===== src/rtl/jbr_pkg.sv =====
// -----------------------------------------------------------------------------
// jbr_pkg
// Types, codes and constants for the reordering jitter buffer.
// -----------------------------------------------------------------------------
`timescale 1ns / 1ps
package jbr_pkg;
   localparam int DEF_SLOT_COUNT  = 16;
   localparam int DEF_MAX_PAYLOAD = 512;
   localparam logic [31:0] WAIT_RESET = 32'd40000;
   localparam logic [15:0] SPF_RESET  = 16'd960;

   localparam logic [2:0] ACT_AUDIO   = 3'd0;
   localparam logic [2:0] ACT_CONTROL = 3'd1;
   localparam logic [2:0] ACT_POP     = 3'd2;
   localparam logic [2:0] ACT_RESET   = 3'd3;
   localparam logic [2:0] ACT_BEGIN   = 3'd4;

   localparam logic [2:0] ST_ACCEPT = 3'd0;
   localparam logic [2:0] ST_LATE   = 3'd1;
   localparam logic [2:0] ST_WINDOW = 3'd2;
   localparam logic [2:0] ST_DUP    = 3'd3;
   localparam logic [2:0] ST_FULL   = 3'd4;
   localparam logic [2:0] ST_NONE   = 3'd5;

   localparam logic [1:0] FK_NONE    = 2'd0;
   localparam logic [1:0] FK_AUDIO   = 2'd1;
   localparam logic [1:0] FK_CONCEAL = 2'd2;

   localparam logic csr_wait_idx = 1'b0;

   typedef struct packed {
      logic [2:0]  action;
      logic [31:0] sequence_req;
      logic [31:0] timestamp;
      logic [31:0] generation;
      logic [15:0] byte_count;
      logic [47:0] time_us;
   } req_type;

   typedef struct packed {
      logic [2:0]  status;
      logic [1:0]  frame_kind;
      logic [5:0]  slot_index;
      logic [31:0] frame_timestamp;
      logic [31:0] frame_generation;
      logic [15:0] frame_size;
      logic [31:0] age_ms;
   } rsp_type;

   // controller -> datapath
   typedef struct packed {
      logic load;        // latch request
      logic scan_clear;  // start a table scan
      logic scan_step;   // examine one slot
      logic do_insert;   // decide insert
      logic do_hit;      // consume hit slot
      logic do_conceal;  // decide concealment
      logic do_misc;     // reset, begin, unknown, early pop
      logic div_start;
      logic div_step;
      logic do_play;     // emit audio result
   } cmd_type;

   // datapath -> controller
   typedef struct packed {
      logic [2:0] action;
      logic       scan_last;
      logic       hit_found;
      logic       hit_control;
      logic       pre_reject;
      logic       cursor_valid;
      logic       div_last;
   } stat_type;
endpackage


===== src/rtl/jbr_ctrl.sv =====
// -----------------------------------------------------------------------------
// jbr_ctrl
// Sequencer: scans the slot table, steps the age multiplier, orders results.
// -----------------------------------------------------------------------------
`timescale 1ns / 1ps
module jbr_ctrl
   import jbr_pkg::*;
(
   input  logic     clock,
   input  logic     reset,
   input  logic     start,
   output logic     busy,
   output cmd_type  cmd,
   input  stat_type stat
);
   localparam logic [2:0] S_IDLE = 3'd0;
   localparam logic [2:0] S_DEC  = 3'd1;
   localparam logic [2:0] S_SCAN = 3'd2;
   localparam logic [2:0] S_EVAL = 3'd3;
   localparam logic [2:0] S_DIV  = 3'd4;
   localparam logic [2:0] S_PLAY = 3'd5;

   logic [2:0] state_ff, state_in;

   always_ff @(posedge clock) begin
      if (reset) begin
         state_ff <= S_IDLE;
      end else begin
         state_ff <= state_in;
      end
   end

   assign busy = (state_ff != S_IDLE);

   always_comb begin
      cmd = '0;
      state_in = state_ff;
      unique case (state_ff)
         S_IDLE: begin
            if (start) begin
               cmd.load = 1'b1;
               state_in = S_DEC;
            end
         end
         S_DEC: begin
            priority if (stat.action == ACT_AUDIO || stat.action == ACT_CONTROL) begin
               if (stat.pre_reject) begin
                  cmd.do_insert = 1'b1;
                  state_in = S_IDLE;
               end else begin
                  cmd.scan_clear = 1'b1;
                  state_in = S_SCAN;
               end
            end else if (stat.action == ACT_POP && stat.cursor_valid) begin
               cmd.scan_clear = 1'b1;
               state_in = S_SCAN;
            end else begin
               cmd.do_misc = 1'b1;
               state_in = S_IDLE;
            end
         end
         S_SCAN: begin
            cmd.scan_step = 1'b1;
            if (stat.scan_last) begin
               state_in = S_EVAL;
            end
         end
         S_EVAL: begin
            priority if (stat.action != ACT_POP) begin
               cmd.do_insert = 1'b1;
               state_in = S_IDLE;
            end else if (stat.hit_found && stat.hit_control) begin
               cmd.do_hit = 1'b1;
               cmd.scan_clear = 1'b1;
               state_in = S_SCAN;
            end else if (stat.hit_found) begin
               cmd.div_start = 1'b1;
               state_in = S_DIV;
            end else begin
               cmd.do_conceal = 1'b1;
               state_in = S_IDLE;
            end
         end
         S_DIV: begin
            cmd.div_step = 1'b1;
            if (stat.div_last) begin
               state_in = S_PLAY;
            end
         end
         S_PLAY: begin
            cmd.do_play = 1'b1;
            cmd.do_hit = 1'b1;
            state_in = S_IDLE;
         end
         default: begin
            state_in = S_IDLE;
         end
      endcase
   end
endmodule


===== config.mk =====
export PLATFORM = sky130hd
export DESIGN_NAME = jbr_ctrl
export DESIGN_NICKNAME = d
export VERILOG_FILES = /design/src/rtl/jbr_pkg.sv /design/src/rtl/jbr_ctrl.sv
export SDC_FILE = /design/constraint.sdc
export NUM_CORES = 1
export LEC_CHECK = 0
export BUFFER_PORTS_ARGS = -buffer_cell sky130_fd_sc_hd__buf_2
export CAP_MARGIN = 20
export CORE_AREA = 2 2 39 41
export DETAILED_ROUTE_END_ITERATION = 12
export DIE_AREA = 0 0 41 43
export GPL_ROUTABILITY_DRIVEN = 1
export PLACE_DENSITY = 0.48
export RECOVER_POWER = 100
export SLEW_MARGIN = 40
export SYNTH_ARGS = -nofsm -noshare
export SYNTH_HDL_FRONTEND = slang
export SYNTH_SLANG_ARGS = --single-unit
export TNS_END_PERCENT = 20

===== constraint.sdc =====
create_clock -name clock -period 2.6 [get_ports clock]
set_input_delay 0.26 -clock clock [delete_from_list [all_inputs] [get_ports clock]]
set_output_delay 0.26 -clock clock [all_outputs]
set_load 0.1 [all_outputs]

==> flow_metrics.py <==
metrics = {
    "run_status": {
        "outcome": "finished, final reports clean",
    },
    "global_route": {
        "grt_pass1_vias": 364,
        "grt_usage": 0.112,
        "overflow": 0,
        "antenna_found_initial": 0,
        "grt_first_pass_wirelength_um": 1330,
        "grt_max_degree": 12,
    },
    "finish": {
        "regMostFlops": "state_ff",
        "final_util": 0.315,
        "largestRegisters": "state_ff x3",
        "finalNetCount": 76,
        "drive_gt1_frac": 0.413,
        "regArea_sq_um": 60.1,
        "nFillCells": 167,
        "multi_input_area_sq_um": 205,
        "diodes": 0,
        "largest_reg_flops": 3,
        "area_growth_pct": 60.4,
        "final_area_sq_um": 435,
        "layout.cells.non_filler": 79,
    },
    "clocking": {
        "insertion_delay_ps": 230,
        "cts_buffers": 3,
        "clock-sinks": 3,
        "htreeDepth": 1,
        "post_cts_buffers": 0,
        "cts.repair.resized": 0,
        "hold_buffers": 0,
        "clk_pin_slew_ps": 40,
        "clockBufferDepth": 2,
        "cts_tree": "yes",
        "cts-root-buf": "clkbuf_4",
    },
    "detailed_routing": {
        "drc": 0,
        "num_vias": 370,
        "viasPerCell": 4.68,
        "wl_per_cell_um": 10.5,
        "drtPass1Iterations": 2,
        "first_iter_violations": 2,
        "drt-total-wl_um": 826,
        "ant_nets": 0,
    },
    "pwr": {
        "pwr-share-clk": 0.377,
        "p_total_uw": 213,
        "power.share.switching": 0.417,
        "irDropWorstVdd_mv": 0.150,
        "p_int_uw": 124,
        "p_per_area_mw_per_mm2": 490,
        "seqPwrFrac": 0.244,
        "p_switching_uw": 89.0,
        "comb_power_share": 0.379,
        "p_leak_nw": 0.211,
    },
    "setup_path": {
        "crit_buf_inv": 1,
        "ff2ff_path_depth": 3,
        "cp-startpoint": "state_ff[1]$_SDFFE_PP0P_",
        "crit_arrival_ps": 1990,
        "end_kind": "output pin",
        "slowest_delay_ps": 450,
        "path_delay_family": "simple AND/OR/NAND/NOR gates",
        "required_ps": 2340,
        "crit_cells": 4,
        "r2r_slack_ps": 1110,
        "rr_startpoint": "state_ff[1]$_SDFFE_PP0P_",
        "path_class": "reg -> out",
        "cp-endpoint": "cmd[8]",
        "startpoint_type": "flop",
        "r2r-end": "state_ff[1]$_SDFFE_PP0P_",
        "crit_fanout": 11,
        "cp_slowest_cell": "clkbuf_2",
        "path_cells": "or3b_1, a2111o_1, nand2_1, clkbuf_2",
    },
    "timing": {
        "fin_skew_ps": 0.622,
        "fmax_mhz": 444,
        "setup_violations": 0,
        "post-route-period-util": 0.867,
        "rsz0062_at_grt": "false",
        "drv_slew": 0,
        "layout_setup_ws_ps": 346,
        "period_minus_slack_ps": 2250,
        "tightest_slew_ps": 1170,
        "slew_headroom": 0.223,
        "hold_viol": 0,
    },
    "floorplanning": {
        "die-width_um": 41,
        "coreArea_sq_mm": 0.00138,
        "die-area_sq_mm": 0.00176,
        "start_util": 0.196,
        "io_pins": 23,
        "rows": 14,
        "die_h_um": 43,
    },
    "yosys": {
        "synthCells": 38,
        "synth_area_sq_um": 272,
        "syn-num-nets": 50,
        "yosys_warnings": 0,
        "ys_seq_area_frac": 0.221,
        "synth_seq_cells": 3,
        "syn_avg_cell_area_sq_um": 7.15,
        "netlist-cell-type-count": 21,
    },
    "place": {
        "pre_cts_ws_ps": 615,
        "post-place-cells": 75,
        "dp_hpwl_um": 716,
        "io_buffers": 22,
        "dpl_cell_area_sq_um": 414,
        "gp_congestion": 0.609,
    },
    "job": {
        "maxCapViolCount": 0,
    },
    "min_path": {
        "hold_depth": 2,
        "hp-class": "in -> reg",
    },
}
-- routing by layer --
| metal | track usage | routed length [um] | vias up |
|---|---|---|---|
| met3 | 0.0157 | 55 | 0 |
| met5 | 0 | 0 | - |
| li1 | - | - | 185 |
| met2 | 0.206 | 478 | 12 |
| met1 | 0.0997 | 293 | 173 |
| met4 | 0.0800 | 0 | 0 |
-- Yosys cell counts --
| cell | instances | share of area |
|---|---|---|
| nor4b_1 | 1 | 0.032 |
| inv_1 | 5 | 0.069 |
| a2111o_1 | 1 | 0.041 |
| nor3b_1 | 3 | 0.083 |
| or3_2 | 1 | 0.028 |
| dfxtp_1 | 3 | 0.22 |
| nor2_1 | 3 | 0.041 |
| a21oi_1 | 3 | 0.055 |
| and4_1 | 1 | 0.032 |
| or3b_1 | 1 | 0.032 |
| nand2_1 | 4 | 0.055 |
| o21ai_0 | 2 | 0.037 |
| clkbuf_1 | 1 | 0.014 |
| a2111oi_0 | 1 | 0.032 |
| and3_1 | 1 | 0.023 |
| nand2b_1 | 2 | 0.046 |
| nor2b_1 | 1 | 0.023 |
| a31oi_1 | 1 | 0.023 |
| and4bb_2 | 1 | 0.046 |
| mux2i_1 | 1 | 0.037 |
| o21a_1 | 1 | 0.028 |
-- cells in the final DEF, fill, tap and decap left out --
| cell type | n |
|---|---|
| a2111o_1 | 1 |
| a2111oi_2 | 1 |
| a21oi_1 | 3 |
| a31oi_1 | 1 |
| and3_1 | 1 |
| and4_1 | 1 |
| and4bb_2 | 1 |
| buf_2 | 11 |
| clkbuf_1 | 5 |
| clkbuf_2 | 7 |
| clkbuf_4 | 3 |
| dfxtp_1 | 3 |
| inv_1 | 5 |
| mux2i_1 | 1 |
| nand2_1 | 4 |
| nand2b_1 | 2 |
| nor2_1 | 3 |
| nor2b_1 | 1 |
| nor3b_1 | 1 |
| nor3b_2 | 2 |
| nor4b_1 | 1 |
| o21a_1 | 1 |
| o21ai_0 | 2 |
| or3_2 | 1 |
| or3b_1 | 1 |
-- power groups by stage --
stage          registers [mW]  logic [mW]  clock network, mW
2_1_floorplan          0.0506      0.0643                  0
3_3_place_gp           0.0526      0.0823                  0
3_5_place_dp           0.0528      0.0824                  0
4_1_cts                0.0521      0.0825             0.0854
5_1_grt                0.0528      0.0858             0.0892
6_report               0.0519      0.0809             0.0805
-- through the flow --
step	hold WS [ps]	setup TNS, ps
finish	213	0
detailed placement	453	0
global route	207	0
CTS	208	0
floorplan	329	-1850
global placement	467	0
-- kinds of logic after synthesis --
family	Yosys count	share of synthesized area
buffers and inverters	6	0.0829
AO/OA/AOI/OAI	9	0.217
flip-flops	3	0.221
AND/OR/NAND/NOR	19	0.442
multiplexers	1	0.0369
-- worst min path at each step --
stage	start	endpoint	slack, ps
floorplan	reset	state_ff[1]$_SDFFE_PP0P_	330
global placement	reset	state_ff[1]$_SDFFE_PP0P_	470
detailed placement	reset	state_ff[1]$_SDFFE_PP0P_	450
CTS	reset	state_ff[1]$_SDFFE_PP0P_	210
global route	reset	state_ff[1]$_SDFFE_PP0P_	210
finish	reset	state_ff[1]$_SDFFE_PP0P_	210
-- final cells by class --
| type | count | share of cell area |
|---|---|---|
| Timing Repair Buffer | 22 | 0.241 |
| Sequential cell | 3 | 0.138 |
| Tap cell | 16 | 0.0460 |
| Inverter | 5 | 0.0431 |
| Clock buffer | 4 | 0.0603 |
| Multi-Input combinational cell | 29 | 0.471 |
No activity file was read; power rests on OpenSTA's default activity.
